--- config.mk ---
export PLATFORM = sky130hd
export DESIGN_NAME = pdsc_front
export DESIGN_NICKNAME = d
export VERILOG_FILES = /design/src/sv/pdsc_pkg.sv /design/src/sv/pdsc_front.sv
export SDC_FILE = /design/constraint.sdc
export NUM_CORES = 1
export LEC_CHECK = 0
export ABC_AREA = 1
export BUFFER_PORTS_ARGS = -buffer_cell sky130_fd_sc_hd__buf_2
export CAP_MARGIN = 20
export CORE_AREA = 3 3 40 42
export DETAILED_ROUTE_END_ITERATION = 6
export DIE_AREA = 0 0 43 45
export MAX_ROUTING_LAYER = met4
export PLACE_DENSITY = 0.78
export SLEW_MARGIN = 20
export SYNTH_ARGS = -nofsm -noshare
export SYNTH_HDL_FRONTEND = slang
export SYNTH_SLANG_ARGS = --single-unit
export TNS_END_PERCENT = 10
--- constraint.sdc ---
create_clock -name vclk -period 0.9
set_clock_uncertainty 0.1 [all_clocks]
set_input_delay 0.18 -clock vclk [all_inputs]
set_output_delay 0.18 -clock vclk [all_outputs]
set_load 0.005 [all_outputs]
--- src/sv/pdsc_pkg.sv ---
// shared types and constants of the path dot-segment collapser
// used by every module of the block; no dependencies
`timescale 1ns / 1ps
`default_nettype none

package pdsc_pkg;

  localparam int unsigned MaxUnits   = 256;
  localparam int unsigned MaxSegs    = 128;
  localparam int unsigned UnitW      = 16;
  localparam int unsigned IdxW       = $clog2(MaxUnits);
  localparam int unsigned LenW       = IdxW + 1;
  localparam int unsigned BankAddrW  = IdxW - 1;
  localparam int unsigned SegAddrW   = $clog2(MaxSegs);
  localparam int unsigned SegCntW    = SegAddrW + 1;
  localparam int unsigned EscW       = 8;
  localparam int unsigned QueueDepth = 4;
  localparam int unsigned QueuePtrW  = $clog2(QueueDepth);

  localparam logic [UnitW-1:0] UnitDot       = 16'h002E;
  localparam logic [UnitW-1:0] UnitSlash     = 16'h002F;
  localparam logic [UnitW-1:0] UnitBackslash = 16'h005C;

  typedef enum logic [1:0] {
    REQ_APPEND = 2'd0,
    REQ_FINISH = 2'd1,
    REQ_READ   = 2'd2,
    REQ_NONE   = 2'd3
  } req_e;

  typedef struct packed {
    req_e             kind;
    logic [UnitW-1:0] unit;
    logic             is_sep;
    logic             is_dot;
    logic [IdxW-1:0]  index;
  } cmd_t;

  typedef struct packed {
    logic [UnitW-1:0] unit;
    logic [LenW-1:0]  length;
    logic [EscW-1:0]  escapes;
    logic             overflow;
  } res_t;

endpackage

`default_nettype wire

--- src/sv/pdsc_front.sv ---
// front end: takes input items and classifies each code unit
// depends on pdsc_pkg
`timescale 1ns / 1ps
`default_nettype none

module pdsc_front (
  input  wire logic                    s_valid_i,
  output logic                         s_ready_o,
  input  wire logic [1:0]              req_type_i,
  input  wire logic [pdsc_pkg::UnitW-1:0] code_unit_i,
  input  wire logic [pdsc_pkg::IdxW-1:0]  read_index_i,
  input  wire logic                    q_full_i,
  output logic                         q_push_o,
  output pdsc_pkg::cmd_t               q_data_o
);

  pdsc_pkg::req_e kind;

  assign kind      = pdsc_pkg::req_e'(req_type_i);
  assign s_ready_o = ~q_full_i;
  // unused request code is taken and dropped here
  assign q_push_o  = s_valid_i & ~q_full_i & (kind != pdsc_pkg::REQ_NONE);

  always_comb begin
    q_data_o.kind   = kind;
    q_data_o.unit   = code_unit_i;
    q_data_o.is_sep = (code_unit_i == pdsc_pkg::UnitSlash) ||
                      (code_unit_i == pdsc_pkg::UnitBackslash);
    q_data_o.is_dot = (code_unit_i == pdsc_pkg::UnitDot);
    q_data_o.index  = read_index_i;
  end

endmodule

`default_nettype wire

# Yosys cells after proc, flatten, opt, wreduce, memory -nomap -nowiden
# Cells that the tools add are included.
dict set report totals {
  ff_bits 0
  inputBits 28
  output_inout_bits 30
}
dict set report classes {
  eq_ne 4
  n_bitwise 3
  reduce_logical 1
}
# cell n
set ops {}
lappend ops {{$eq A16 B6 Y1 const B} 2}
lappend ops {{$eq A16 B7 Y1 const B} 1}
lappend ops {{$and A1 B1 Y1} 2}
lappend ops {{$ne A2 B2 Y1 const B} 1}
lappend ops {{$logic_or A1 B1 Y1} 1}
lappend ops {{$not A1 Y1} 1}

# Longest topological paths before layout
dict set report logic_depth {
  depth_word 3
  ltp_mapped 5
}

# Worst setup path before layout
# Ideal clock, no wire load.
dict set report synth_timing {
  kind {input-to-output}
  start {input code_unit_i[7] (netlist bit)}
  end {output q_data_o[9] (netlist bit)}
  arrival_ps 573
  path_slack_ps 47
  stages 5
  path_cell_list {inv_1 nand2_1 nor2_2 nand2_1 a21oi_1}
}
# element line_no
set synth_rtl {}
lappend synth_rtl {{from (decl)} pdsc_front.sv:10} ;# input wire logic [pdsc_pkg::UnitW-1:0] code_unit_i,
lappend synth_rtl {{to (decl)} pdsc_front.sv:14} ;# output pdsc_pkg::cmd_t q_data_o

==> metrics.yaml <==
finish:
  final_net_count: 113
  synthToLayoutAreaGrowth_pct: 40.7
  sequential_cell_total: 0
  ff_latch_area_sq_um: 0
  stdcell_count: 98
  clockBufferCount: 0
  fill_cells: 151
  most_used_cells_in_the_layout_excluding_fill_and_tap_cells: "buf_2, inv_2, buf_6, nand2_1, nand2_2"
  mostFrequentLayoutCell: "buf_2"
  num_antenna_cells: 0
  share_of_cells_above_drive_strength_1_pct: 81.9
  finalCoreUtilization_pct: 39.7
route:
  route.antenna.remaining_nets: 0
  route.detailed.wl_per_inst_um: 9.06
  drt_pass_1_iters: 1
  viasPerCell: 4.03
  drt_iter0_markers: 0
  drcViolationCount: 0
  routed_wl_um: 888
  vias: 395
grt:
  grt_use_total_pct: 7.26
  number_of_global_route_vias_before_repair: 327
  grt_start_max_net_pins: 5
  grt_first_pass_wirelength_um: 1150
  globalRouteOverflowTotal: 0
  grt_antenna_before_repair: 0
sta:
  max_freq_mhz: 914
  finalWorstPathRequiredPeriod_ps: 1090
  setup_viol_count_final: 2
  finalMaxSlewViolations: 0
  grt_setup_unrepaired: "yes"
  hold_viol: 0
  finalWorstSetupSlack_ps: -194
  max_slew.worst_pin.slew_ps: 123
  slew_headroom_pct: 91.8
  final.period_utilization_pct: 122
floorplanning:
  floorplan.rows: 13
  coreArea_sq_um: 1280
  io-pin-count: 58
  die_x_um: 43
  die_h_um: 45
  starting_density_of_the_core_pct: 28.2
  die_ar_sq_um: 1940
synth:
  synthSimpleGateAreaFrac_pct: 26.9
  mappedNetlistArea_sq_um: 363
  seq_area_frac_synth_pct: 0
  share_of_the_synthesized_area_in_compound_gates_ao_oa_aoi_oai_pct: 2.76
  syn_inst: 67
  synth_top_family_by_area: "buffers and inverters"
  synth_largest_type_area_fraction_pct: 53.8
  synthesis.nets: 95
  synth.largest_area_cell: "buf_4"
  synth_fa_ha_area_share_pct: 0
  yosys-top-cells-area: "buf_4, inv_1, nand2_1"
  synth_xor_xnor_area_share_pct: 0
  syn_area_per_cell_sq_um: 5.42
  synthesis.yosys.warnings: 0
  yosys.cell_types.count: 8
  synthMuxAreaShare_pct: 0
worst_setup_path:
  worst_ep_arrival_time_ps: 810
  required_time_at_the_endpoint_of_the_critical_path_ps: 620
  worst_path_largest_cell_delay_ps: 130
  crit_path_frequent_cell: "buf_2"
  startpoint: "code_unit_i[6]"
  end_kind: "output pin"
  startpoint_kind_of_the_worst_setup_timing_path: "primary input"
  timing_worst_setup_path_type: "primary input to output pin"
  crit_path_top_delay_cell: "buf_2"
  cp_cell_sequence: "buf_2 -> inv_2 -> nand2_2 -> nor2_4 -> nand2_1 -> a21oi_1 -> buf_2"
  timing.critical_path.fanout_max: 3
clock_tree:
  cts_setup_buffers: 0
  number_of_buffers_added_to_fix_hold_violations_after_cts: 0
power_and_ir_drop:
  power.density_cell_area_nw_per_um2: 388
  vdd_drop_max_v: 0.000116
  power.leakage_uw: 0.000302
  fin_total_pwr_uw: 198
run_status:
  run_status: "finished with violations"
  violated_checks: "setup timing"
placement:
  finalWeightedCongestion: 0.607
  inst_count_dp: 98
  total_of_buffers_placed_on_input_and_output_ports: 42
min_path:
  holdCritStartpoint: "read_index_i[2]"
  min-delay-path-class: "primary input to output pin"
flow_run:
  maxCapViolCount: 0
-- Yosys cell counts, drive strengths merged --
master and number:
nand2 15, buf 26, inv 16, a21oi 2, nor2 6, nor3 1
nand4 1
-- path summary, 6_finish.rpt --
check / endpoint / slack, ps / depth (start not counted)
max: q_data_o[9] / -190 / 7
min: q_data_o[2] / 260 / 0
-- where the power goes --
group          switching (uW)  internal (uW)  total [uW]
Sequential                  0              0           0
Clock                       0              0           0
Combinational            85.1            113         198
Total                    85.1            113         198
-- final cells by class --
type	count	area [sq um]	area share (%)
repair buffers	42	283	55.4
well taps	15	18.8	3.68
inverters	16	62.6	12.3
multi-input cells	25	146	28.7
-- logic make-up (layout without fill, tap and decap cells) --
| family | count (synthesis) | after routing |
|---|---|---|
| simple gates | 23 | 23 |
| compound gates | 2 | 2 |
| buf+inv | 42 | 58 |
-- routing by layer --
layer	up-vias	track usage [%]	wire (um)	part of all wire (%)
met3	0	0.797	169	19
met1	162	7.62	250	28
li1	196	-	-	-
met5	-	-	0	0
met4	0	0	0	0
met2	37	15.3	467	53
-- through the flow --
| step | setup TNS [ps] | worst slack [ps] | hold WS (ps) | area, sq um |
|---|---|---|---|---|
| after floorplan | 0 | 47.0 | 294 | 363 |
| after global placement | -395 | -198 | 260 | 397 |
| after detailed placement | -457 | -234 | 260 | 397 |
| after CTS | -424 | -220 | 260 | 415 |
| after global routing | -510 | -246 | 260 | 510 |
| final | -387 | -194 | 260 | 510 |
-- critical path: cells and delay by family --
family | cells | cell delay (ps)
buffers and inverters | 3 | 300
and+or+nand+nor | 3 | 220
AOI/OAI and AO/OA | 1 | 120
-- what timing repair did --
action                                  CTS  global route
resized for setup                         8            32
endpoints found under the setup margin    2             3
pin swaps                                 0            13
Note: power is estimated with default switching activity, not from simulation.
