File: config.mk
export PLATFORM = sky130hd
export DESIGN_NAME = pdsc_queue
export DESIGN_NICKNAME = d
export VERILOG_FILES = /design/src/sv/pdsc_pkg.sv /design/src/sv/pdsc_queue.sv
export SDC_FILE = /design/constraint.sdc
export NUM_CORES = 1
export LEC_CHECK = 0
export BUFFER_PORTS_ARGS = -buffer_cell sky130_fd_sc_hd__buf_2
export CAP_MARGIN = 20
export CELL_PAD_IN_SITES_DETAIL_PLACEMENT = 0
export CELL_PAD_IN_SITES_GLOBAL_PLACEMENT = 1
export CORE_MARGIN = 2
export CORE_UTILIZATION = 45
export CTS_BUF_LIST = sky130_fd_sc_hd__clkbuf_8
export DETAILED_ROUTE_END_ITERATION = 12
export MAX_ROUTING_LAYER = met4
export PLACE_DENSITY_LB_ADDON = 0.1
export SYNTH_ARGS = -nofsm -noshare
export SYNTH_HDL_FRONTEND = slang
export SYNTH_SLANG_ARGS = --single-unit
export TNS_END_PERCENT = 30
File: constraint.sdc
create_clock -name clk_i -period 3.72 [get_ports clk_i]
set_input_delay 0.372 -clock clk_i [delete_from_list [all_inputs] [get_ports clk_i]]
set_output_delay 0.372 -clock clk_i [all_outputs]
set_load 0.05 [all_outputs]
File: src/sv/pdsc_pkg.sv
// shared types and constants of the path dot-segment collapser
// used by every module of the block; no dependencies
`timescale 1ns / 1ps
`default_nettype none

package pdsc_pkg;

  localparam int unsigned MaxUnits   = 256;
  localparam int unsigned MaxSegs    = 128;
  localparam int unsigned UnitW      = 16;
  localparam int unsigned IdxW       = $clog2(MaxUnits);
  localparam int unsigned LenW       = IdxW + 1;
  localparam int unsigned BankAddrW  = IdxW - 1;
  localparam int unsigned SegAddrW   = $clog2(MaxSegs);
  localparam int unsigned SegCntW    = SegAddrW + 1;
  localparam int unsigned EscW       = 8;
  localparam int unsigned QueueDepth = 4;
  localparam int unsigned QueuePtrW  = $clog2(QueueDepth);

  localparam logic [UnitW-1:0] UnitDot       = 16'h002E;
  localparam logic [UnitW-1:0] UnitSlash     = 16'h002F;
  localparam logic [UnitW-1:0] UnitBackslash = 16'h005C;

  typedef enum logic [1:0] {
    REQ_APPEND = 2'd0,
    REQ_FINISH = 2'd1,
    REQ_READ   = 2'd2,
    REQ_NONE   = 2'd3
  } req_e;

  typedef struct packed {
    req_e             kind;
    logic [UnitW-1:0] unit;
    logic             is_sep;
    logic             is_dot;
    logic [IdxW-1:0]  index;
  } cmd_t;

  typedef struct packed {
    logic [UnitW-1:0] unit;
    logic [LenW-1:0]  length;
    logic [EscW-1:0]  escapes;
    logic             overflow;
  } res_t;

endpackage

`default_nettype wire

File: src/sv/pdsc_queue.sv
// short command queue between front and back end
// depends on pdsc_pkg
`timescale 1ns / 1ps
`default_nettype none

module pdsc_queue (
  input  wire logic           clk_i,
  input  wire logic           rst_ni,
  input  wire logic           push_i,
  input  wire pdsc_pkg::cmd_t push_data_i,
  output logic                full_o,
  input  wire logic           pop_i,
  output logic                valid_o,
  output pdsc_pkg::cmd_t      pop_data_o
);

  localparam int unsigned PtrW = pdsc_pkg::QueuePtrW;

  pdsc_pkg::cmd_t  mem_q [pdsc_pkg::QueueDepth];
  logic [PtrW-1:0] wr_ptr_q, wr_ptr_d;
  logic [PtrW-1:0] rd_ptr_q, rd_ptr_d;
  logic [PtrW:0]   cnt_q, cnt_d;

  assign full_o     = (cnt_q == (PtrW+1)'(pdsc_pkg::QueueDepth));
  assign valid_o    = (cnt_q != '0);
  assign pop_data_o = mem_q[rd_ptr_q];

  always_comb begin
    wr_ptr_d = wr_ptr_q + PtrW'(push_i);
    rd_ptr_d = rd_ptr_q + PtrW'(pop_i);
    cnt_d    = cnt_q + (PtrW+1)'(push_i) - (PtrW+1)'(pop_i);
  end

  always_ff @(posedge clk_i or negedge rst_ni) begin
    if (!rst_ni) begin
      wr_ptr_q <= '0;
      rd_ptr_q <= '0;
      cnt_q    <= '0;
    end else begin
      wr_ptr_q <= wr_ptr_d;
      rd_ptr_q <= rd_ptr_d;
      cnt_q    <= cnt_d;
    end
  end

  always_ff @(posedge clk_i) begin
    if (push_i) begin
      mem_q[wr_ptr_q] <= push_data_i;
    end
  end

endmodule

`default_nettype wire

=== Word level (Yosys, flattened, before mapping) ===
Memories as Yosys holds them, arrays and structs flattened.
Cells that the tools add are included.

* $add $sub $neg: 4
* Equal/unequal tests: 1
* Muxes and demuxes: 2
* Reductions and logical operators: 1

{| class="wikitable"
|+ Operator list
! operator !! number
|-
| adder 2 x 1 -> 2 bit || 2
|-
| adder 3 x 1 -> 3 bit || 1
|-
| equality test 3 bit (second input constant) || 1
|-
| nonzero test 3 bit || 1
|-
| subtractor 3 x 1 -> 3 bit || 1
|-
| two-way mux 1 bit || 2
|}

* Register bits after elaboration: 7
* Memory bits (writable): 112
* Output and inout bits: 30
* Logic and storage cells: 12
* Memories kept: 1

{| class="wikitable"
|+ Memories
! name !! depth !! bits a word !! read ports !! clocked after memory_dff !! wr ports !! line !! RTL
|-
| mem_q || 4 || 28 || 1 || 0 || 1 || pdsc_queue.sv:19 || <nowiki>pdsc_pkg::cmd_t mem_q [pdsc_pkg::QueueDepth];</nowiki>
|}

=== Longest topological paths before layout ===
Gate-level depths: netlist of run 1.

* Depth after elaboration: 2
* Depth in mapped cells: 6
* Mapped depth without buffers: 6

=== Worst setup path after synthesis of run 1 ===
Ideal clock, no wire load.

* Path type: register -> register
* Start: reg wr_ptr_q[1]
* End: mem mem_q[0][0] (netlist name) (enable)
* Arrival: 2.526 ns
* Path slack: 0.740 ns
* Stages on the path, launching flop included: 2
* Buffers on the path: 0
* Period minus slack after synthesis: 2.980 ns
* Cells stage by stage: dfrtp_1 nor3b_1

{| class="wikitable"
|+ RTL lines
! element !! line !! RTL
|-
| start: declaration || pdsc_queue.sv:20 || <nowiki>logic [PtrW-1:0] wr_ptr_q, wr_ptr_d;</nowiki>
|-
| start signal: assignment || pdsc_queue.sv:40 || <nowiki>wr_ptr_q <= wr_ptr_d;</nowiki>
|-
| end: declaration || pdsc_queue.sv:19 ||
|}

No word-level cell before the write port.

==> run summary, run 1 <==
Congestion Overflow GR: 0
final WL: 7.358 mm
Worst-path clk slew: 0.07 ns
Setup Skew: 0.01033 ns
TNS Setup: 0 ns
most common cell after layout, fill and taps aside: edfxtp_1
first-pass GRT wire length: 11.30 mm
Seq/Total Area, Yosys: 79.77%
cell depth of the worst setup path: 2
CP top delay family: flip-flops
router iterations before antenna repair: 4
leak pwr: 1.873 nW
iteration-0 DRC count of the detailed router: 101
final net count: 285
worst hold path type: in2reg
crit-path max FO: 29
Syn-to-layout area delta: 18.45%
crit-path max cell delay: 1.00 ns
WL/cell: 18.72 um
WHS Path Cells: 1
worst path bufs/invs: 1
Non-Filler Instances: 393
run status: finished, final reports clean
crit path kind: reg2out
Fin. Hold Viols: 0
Clock Root Buffer: clkbuf_8
die area: 0.01067 mm^2
DRC: 0
post-layout util: 54.25%
critical path's slowest cell: dfrtp_2
achievable frequency: 0.3769 GHz
largest net degree at the start of global routing: 30
Synth Cell Area: 0.004436 mm^2
clk buf depth: 2
hold buffers post-CTS: 1
PostCTS Resize Cnt: 0
Max Cap Viol: 0
worst-path cell chain: mux4_1, buf_2
Yosys cell types: 16
Least-Margin Pin Slew: 0.9548 ns
Pwr Density: 898.4 mW/mm^2
Reg2Reg Depth: 2
Initial Util: 45.80%
most frequent cells in the layout: 112 x edfxtp_1, 61 x buf_2, 20 x mux4_2
vias in the first global route: 2162
setup violators final: 0
crit path capture type: output port
switching portion of total power: 37.69%
Cell Int Power: 2.941 mW
Seq cells post-synth: 119
Setup Buffers After CTS: 0
min cycle time layout: 2.653 ns
synth warn: 0
IO Port Bufs: 61
syn avg cell area: 25.94 um^2
Mapped Cells: 171
Tcrit/Tclk final: 71.32%
initial antenna violation count: 0
Worst-Skew Late Latency: 0.41 ns
Syn Nets: 208
DP HPWL: 4.608 mm
# IOs: 62
r2r setup slk: 1.73 ns
vias per cell: 5.018
Setup crit start kind: flop
gp weighted congestion: 0.6837
WHS: 0.1693 ns
core box area: 0.009684 mm^2
antenna-violating nets left: 0
Gate power share: 35.4%
Inserted Diodes: 0
# rows: 36
share of cells above drive strength 1: 43.08%
clock group share of total power: 23.2%
Via Count: 1972
Req. time, crit path: 3.35 ns
die width: 103.3 um
sequential share of power: 41.4%
Slew HR: 36.35%
setup repair after global routing missed its margin: no
Placed Instances: 361
TritonCTS Buffers: 17
WP data arrival: 2.28 ns
CTS tree: yes
Psw: 1.779 mW
Slew Viols, Final: 0
clock sinks: 119
H-Tree Depth: 4
GRT Total Usage: 15.82%
Die Y-Extent: 103.3 um
Peak supply drop: 0.0006016 V
==> cell usage after synthesis <==
cell type	count	area (um^2)
edfxtp_1	112	3363
mux4_2	20	450.4
mux4_1	8	210.2
dfrtp_1	7	175.2
ha_1	4	50.05
inv_1	4	15.01
buf_2	3	15.01
and3b_1	2	17.52
buf_12	2	40.04
nor3b_1	2	15.01
xor2_1	2	17.52
and3_1	1	6.260
buf_6	1	11.26
fa_1	1	20.02
or3_1	1	6.260
xnor3_1	1	22.52
==> logic make-up after synthesis <==
kind of cell,Yosys count,share of synthesized area [%]
fa+ha+maj,5,1.580
xor+xnor,3,0.9027
flops,119,79.77
simple gates,6,1.016
buf+inv,10,1.833
mux,28,14.89
==> layout make-up <==
type,count,area [um^2]
clock buffers,17,234.0
clock inverters,14,143.9
fillers,764,4431
inverters,4,15.01
multi-input cells,42,824.5
flip-flops and latches,119,3540
well taps,133,166.4
repair buffers,64,330.3
==> power by group through the flow <==
stage | Sequential, mW | Clock (mW) | Combinational (mW)
2_1_floorplan | 1.85 | 0 | 1.48
3_5_place_dp | 1.99 | 0 | 1.70
4_1_cts | 1.96 | 1.12 | 1.70
6_report | 1.95 | 1.10 | 1.67
5_1_grt | 1.99 | 1.18 | 1.77
3_3_place_gp | 1.96 | 0 | 1.66
==> per-layer routing <==
layer  track usage, %  share of wire [%]
met5                -                  0
met4            6.680               0.37
met1            18.16                 40
met3            5.847                5.6
met2            25.27                 54
==> per-stage QoR <==
stage | instance area, um^2 | setup slack (ns) | power (mW)
CTS | 5254 | 0.9809 | 4.784
global placement | 4866 | 1.456 | 3.625
detailed placement | 4866 | 1.431 | 3.686
global route | 5254 | 0.8858 | 4.942
floorplan | 4436 | 0.7396 | 3.332
finish | 5254 | 1.067 | 4.720
==> path summary, 6_finish.rpt <==
| path | from | to |
|---|---|---|
| min in group asynchronous | rst_ni | cnt_q[2]$_DFF_PN0_ |
| max reg2reg | wr_ptr_q[1]$_DFF_PN0_ | mem_q[0][20]$_DFFE_PP_ |
| min reg2reg | wr_ptr_q[1]$_DFF_PN0_ | wr_ptr_q[1]$_DFF_PN0_ |
| min | push_data_i[24] | mem_q[2][24]$_DFFE_PP_ |
| max in group asynchronous | rst_ni | rd_ptr_q[0]$_DFF_PN0_ |
| max | rd_ptr_q[0]$_DFF_PN0_ | pop_data_o[27] |
==> worst reg2reg max path, stage by stage, from the launching register on <==
cell,delay [ns]
dfrtp_1,0.43
nor3b_2,0.76
buf_4,0.45
==> sequential cells by signal, summed over array words and instances (netlist names) <==
name and flops:
mem_q 112, cnt_q 3, rd_ptr_q 2, wr_ptr_q 2
Note: power is estimated with default switching activity, not from simulation.
==> run 2, diff against run 1 <==
==> constraint.sdc (replaced) <==
create_clock -name clk_i -period 2.39 [get_ports clk_i]
set_input_delay 0.239 -clock clk_i [delete_from_list [all_inputs] [get_ports clk_i]]
set_output_delay 0.239 -clock clk_i [all_outputs]
set_load 0.05 [all_outputs]
==> run 2 against run 1 <==
Compared with the run above:
- register-to-register slack got worse by 0.98 ns
- count of clock-buffer cells in the layout is the same
- utilization grew 0.45 points
- critical path depth grew 1
- cell area increased by 0.83%
- flip-flop and latch count stayed put
- die area unchanged
- clock skew is 0.0036 ns higher
- combinational power grew 70%
==> run summary, run 2 (synthesis results as in run 1) <==
Regs by FF count: mem_q (112), cnt_q (3)
Largest Register: mem_q
first-pass GRT wire length: 10.97 mm
die area: 0.01067 mm^2
Multi-input gate area: 829.5 um^2
filler instances: 731
Fin. Hold Viols: 0
Worst-Skew Late Latency: 0.42 ns
# rows: 36
setup repair after global routing missed its margin: no
worst path bufs/invs: 2
vias in the first global route: 2133
Setup crit start kind: flop
Pwr Density: 1377 mW/mm^2
fin worst setup slack: 0.2712 ns
min cycle time layout: 2.119 ns
share of cells above drive strength 1: 45.56%
WHS Path Cells: 1
r2r setup slk: 0.75 ns
Syn-to-layout area delta: 19.44%
final net count: 294
final WL: 7.321 mm
core box area: 0.009684 mm^2
Largest register FFs: 112
CP top delay family: multiplexers
WL/cell: 18.17 um
hold wc startpoint: push_data_i[2]
Place WS: 0.3520 ns
Clock Root Buffer: clkbuf_8
worst hold path type: in2reg
Max Cap Viol: 0
most common cell after layout, fill and taps aside: edfxtp_1
TNS Setup: 0 ns
gp weighted congestion: 0.7063
crit-path max FO: 9
leak pwr: 1.899 nW
antenna-violating nets left: 0
Reg2Reg Capture Point: mem_q[1][24]$_DFFE_PP_
Reg2Reg Depth: 2
worst r2r src: wr_ptr_q[1]$_DFF_PN0_
Tcrit/Tclk final: 88.65%
worst-path cell chain: buf_4, mux4_2, buf_2
die width: 103.3 um
Via Count: 2040
setup violators final: 0
critical path's slowest cell: mux4_2
DRC: 0
iteration-0 DRC count of the detailed router: 96
run status: finished, final reports clean
total power: 7.296 mW
Req. time, crit path: 2.15 ns
# IOs: 62
WP data arrival: 1.88 ns
Slew Viols, Final: 0
clk buf depth: 2
Inserted Diodes: 0
Initial Util: 45.80%
Worst-path clk slew: 0.07 ns
clock sinks: 119
Reg area: 0.003542 mm^2
crit path capture type: output port
router iterations before antenna repair: 6
Least-Margin Pin Slew: 0.7793 ns
largest net degree at the start of global routing: 29
TritonCTS Buffers: 17
Endpoint, Worst Hold: mem_q[3][2]$_DFFE_PP_
Congestion Overflow GR: 0
GRT Total Usage: 15.27%
Die Y-Extent: 103.3 um
Peak supply drop: 0.0005791 V
most frequent cells in the layout: 112 x edfxtp_1, 61 x buf_2, 20 x mux4_2
vias per cell: 5.062
achievable frequency: 0.4720 GHz
DP HPWL: 4.698 mm
Setup Skew: 0.01390 ns
IO Port Bufs: 61
crit-path max cell delay: 0.53 ns
initial antenna violation count: 0
crit path kind: reg2out
H-Tree Depth: 4
Slew HR: 48.05%
CTS tree: yes
[run 2: routing by layer]
layer / part of all wire [%] / vias up / GRT usage (%)
met2: 54 / 64 / 25.02
li1: - / 906 / -
met5: 0 / - / -
met3: 5.5 / 6 / 6.183
met1: 40 / 1064 / 17.07
met4: 0.51 / 0 / 5.263
[run 2: worst max path at each step]
stage	startpoint	cells past startpoint	end	slack, ns
finish	rd_ptr_q[0]$_DFF_PN0_	3	pop_data_o[8]	0.27
global route	rd_ptr_q[0]$_DFF_PN0_	3	pop_data_o[8]	0.17
CTS	rd_ptr_q[0]$_DFF_PN0_	3	pop_data_o[8]	0.22
detailed placement	rd_ptr_q[0]$_DFF_PN0_	3	pop_data_o[8]	0.35
global placement	rd_ptr_q[0]$_DFF_PN0_	3	pop_data_o[14]	0.41
floorplan	wr_ptr_q[1]$_DFF_PN0_	1	mem_q[0][0]$_DFFE_PP_	0.39
[run 2: what timing repair did]
action | 4_1_cts | 5_1_grt
endpoints found under the hold margin | 7 | 0
resized for setup | 1 | 0
buffers inserted | 3 | 0
hold buffers | 1 | 0
endpoints found under the setup margin | 15 | 0
[run 2: cell type report]
cell class                      count  share of cell area (%)
Multi-Input combinational cell     42                   15.66
Timing Repair Buffer               73                   7.511
Inverter                            4                  0.2834
Tap cell                          133                   3.141
Clock inverter                     15                   2.126
Sequential cell                   119                   66.86
Clock buffer                       17                   4.417
[run 2: metrics by stage]
stage               utilization [%]  hold slack (ns)  instances  cell area [um^2]
floorplan                         -         -0.05659        171              4441
global placement              50.76          0.07246        367              4916
detailed placement            50.76          0.08190        367              4916
CTS                           54.70         0.007757        403              5298
global route                  54.70         0.003507        403              5298
finish                        54.70          0.03640        403              5298
[run 2: power breakdown]
group / leakage, nW / switching, mW / internal [mW]
Clock: 0.169 / 0.754 / 0.800
Sequential: 1.11 / 0.141 / 2.76
Combinational: 0.621 / 1.93 / 0.912
==> run 3, diff against run 2 <==
--- a/config.mk
+++ b/config.mk
@@ -5,12 +5,13 @@
 export SDC_FILE = /design/constraint.sdc
 export NUM_CORES = 1
 export LEC_CHECK = 0
+export ABC_AREA = 1
 export BUFFER_PORTS_ARGS = -buffer_cell sky130_fd_sc_hd__buf_2
 export CAP_MARGIN = 20
 export CELL_PAD_IN_SITES_DETAIL_PLACEMENT = 0
 export CELL_PAD_IN_SITES_GLOBAL_PLACEMENT = 1
 export CORE_MARGIN = 2
-export CORE_UTILIZATION = 45
+export CORE_UTILIZATION = 43
 export CTS_BUF_LIST = sky130_fd_sc_hd__clkbuf_8
 export DETAILED_ROUTE_END_ITERATION = 12
 export MAX_ROUTING_LAYER = met4
==> run 3 against run 2 <==
Compared with the run above:
- maximum frequency increased by 3.4%
- count of clock-buffer cells in the layout is the same
- synthesized area grew 15%
- clock skew decreased by 0.010 ns
- sequential power barely moved
- cell area up 12%
- worst hold slack lost 0.0033 ns
- sequential share of layout area fell by 7.3 points
- utilization shrank 2.9 points
- global-route usage grew 1.4 points
- via count is 59% higher
- largest cell class unchanged
- largest power group is now combinational cells
==> run summary, run 3 <==
# IOs: 62
final instance area: 0.005942 mm^2
Simple-Gate Fraction of Synth Area: 16.89%
clock sinks: 119
router iterations before antenna repair: 4
largest family of logic cells by synthesized area: simple AND/OR/NAND/NOR gates
number of synthesized flops with an enable pin: 112
Worst-Skew Late Latency: 0.41 ns
H-Tree Depth: 4
Psw: 3.709 mW
CTS tree: yes
setup violators final: 0
worst-path cell chain: inv_2, buf_12, nand2_1, nand3_1, nand2_1, buf_2
Post-synth top flop: edfxtp_1
FFs w/ async S/R, synth: 5.882%
Req. time, crit path: 2.15 ns
critical path's slowest cell: dfrtp_2
WL/cell: 13.52 um
Synth Cell Area: 0.005089 mm^2
mux contribution to synthesized area: 0%
vias in the first global route: 3197
post-layout util: 51.82%
top-area cell type share of the netlist area: 66.09%
top cells by area, synth: edfxtp_1 66%, nand2_1 11%, inv_1 8.9%
Yosys cell types: 14
# rows: 39
largest net degree at the start of global routing: 43
Clock Root Buffer: clkbuf_8
die width: 112.8 um
Initial Util: 44.38%
Largest register FFs: 112
GRT Total Usage: 16.68%
PostCTS Resize Cnt: 0
IO Port Bufs: 61
achievable frequency: 0.4879 GHz
DRC: 0
syn avg cell area: 10.74 um^2
TritonCTS Buffers: 17
Least-Margin Pin Slew: 0.6023 ns
Fin. Hold Viols: 0
synth warn: 0
DP HPWL: 5.744 mm
Inserted Diodes: 0
Die Y-Extent: 112.8 um
setup repair after global routing missed its margin: no
Via Count: 3236
Largest Register: mem_q
TNS Setup: 0 ns
gp weighted congestion: 0.7577
die area: 0.01272 mm^2
Placement Cell Area: 0.005560 mm^2
Synth area leader: edfxtp_1
initial antenna violation count: 0
Tcrit/Tclk final: 85.75%
most common cell after layout, fill and taps aside: nand2_1
iteration-0 DRC count of the detailed router: 133
run status: finished, final reports clean
Slew Viols, Final: 0
Congestion Overflow GR: 0
sequential share of power: 34.9%
share of cells above drive strength 1: 19.22%
Synth Area in Compound Gates: 0%
xor and xnor area share after synthesis: 0.3442%
most frequent cells in the layout: 145 x nand2_1, 121 x inv_1, 112 x edfxtp_1
Peak supply drop: 0.0006626 V
min cycle time layout: 2.050 ns
Mapped Cells: 474
Slew HR: 59.79%
final WL: 9.532 mm
leak pwr: 2.797 nW
Regs by FF count: mem_q (112), cnt_q (3)
crit-path max cell delay: 0.43 ns
Gate power share: 44.7%
vias per cell: 4.590
Syn Nets: 511
core box area: 0.01147 mm^2
Syn-to-layout area delta: 16.77%
Max Cap Viol: 0
clk buf depth: 2
Most common cell on crit path: nand2_1
Setup Skew: 0.003847 ns
Cell Int Power: 4.508 mW
antenna-violating nets left: 0
Post-Synth Adder-Cell Area: 1.377%
Synth top cells by count: 145 x nand2_1, 121 x inv_1, 112 x edfxtp_1
Pwr Density: 1383 mW/mm^2
clock group share of total power: 20.4%
final net count: 586
Setup crit start kind: flop
Seq cells post-synth: 119
worst hold path type: in2reg
first-pass GRT wire length: 15.57 mm
Worst-path clk slew: 0.07 ns
crit-path max FO: 42
crit path capture type: output port
top-count cell post-synth: nand2_1
Seq/Total Area, Yosys: 69.54%
crit path kind: reg2out
switching portion of total power: 45.14%
WP data arrival: 1.81 ns
filler instances: 1038
-- run 3: cell types whose count changed after synthesis, sizes merged, moves of 2 or more --
cell / previous run / this run
mux4: 28 / 0
nand3: 0 / 58
nor3: 0 / 5
nand2: 0 / 145
inv: 4 / 123
and3b: 2 / 0
buf: 6 / 17
nor3b: 2 / 0
-- run 3: final timing paths --
| path | from | endpoint | slack, ns | cells past startpoint |
|---|---|---|---|---|
| hold / removal | push_data_i[2] | mem_q[0][2]$_DFFE_PP_ | 0.03 | 1 |
| min in group asynchronous | rst_ni | wr_ptr_q[1]$_DFF_PN0_ | 0.19 | 2 |
| hold reg to reg | cnt_q[2]$_DFF_PN0_ | cnt_q[2]$_DFF_PN0_ | 0.47 | 2 |
| setup reg to reg | cnt_q[0]$_DFF_PN0_ | cnt_q[2]$_DFF_PN0_ | 0.75 | 9 |
| max in group asynchronous | rst_ni | rd_ptr_q[0]$_DFF_PN0_ | 2.02 | 2 |
| setup / recovery | rd_ptr_q[0]$_DFF_PN0_ | pop_data_o[18] | 0.34 | 6 |
-- run 3: logic make-up (layout without fill, tap and decap cells) --
| logic type | after synthesis | count (layout) |
|---|---|---|
| and+or+nand+nor | 208 | 208 |
| buffers and inverters | 140 | 228 |
| adders and majority gates | 5 | 5 |
| DFF | 119 | 119 |
| xor gates and xnor gates | 2 | 2 |
-- run 3: layer usage --
metal  wire [um]  part of all wire, %  GRT usage (%)
met4         121                  1.3          6.992
met5           0                    0              -
met2        4863                   51          28.30
met3         418                  4.4          3.803
met1        4129                   43          19.15
-- run 3: power by group through the flow --
stage | clock network [mW] | logic, mW | registers (mW)
6_report | 1.67 | 3.67 | 2.87
5_1_grt | 1.80 | 4.05 | 2.91
4_1_cts | 1.72 | 3.76 | 2.87
3_5_place_dp | 0 | 3.74 | 2.91
3_3_place_gp | 0 | 3.70 | 2.90
2_1_floorplan | 0 | 2.89 | 2.91
-- run 3: layout make-up --
| cell class | count | area (um^2) | share of cell area, % |
|---|---|---|---|
| Tap cell | 143 | 178.9 | 3.011 |
| Clock inverter | 15 | 137.6 | 2.316 |
| Timing Repair Buffer | 73 | 422.9 | 7.117 |
| Clock buffer | 17 | 234.0 | 3.938 |
| Sequential cell | 119 | 3540 | 59.57 |
| Inverter | 123 | 461.7 | 7.770 |
| Multi-Input combinational cell | 215 | 967.2 | 16.28 |
-- run 3: critical path, delay by kind of cell, from the launching register on --
| family | cells | cell delay [ns] |
|---|---|---|
| flip-flops | 1 | 0.43 |
| AND/OR/NAND/NOR | 3 | 0.22 |
| buffers and inverters | 3 | 0.72 |
-- run 3: timing repair --
item,CTS,global route
buffers inserted,0,0
hold endpoints to repair,7,0
hold buffers,1,0
-- run 3: per-stage QoR --
stage | cells | power, mW | hold WS (ns) | setup slack (ns)
after CTS | 705 | 8.354 | 0.006138 | 0.2807
after global placement | 672 | 6.608 | 0.08365 | 0.7565
after detailed placement | 672 | 6.656 | 0.08658 | 0.7489
after floorplan | 474 | 5.799 | -0.05659 | -0.4730
after global routing | 705 | 8.749 | 0.009856 | 0.1858
final | 705 | 8.217 | 0.03306 | 0.3405
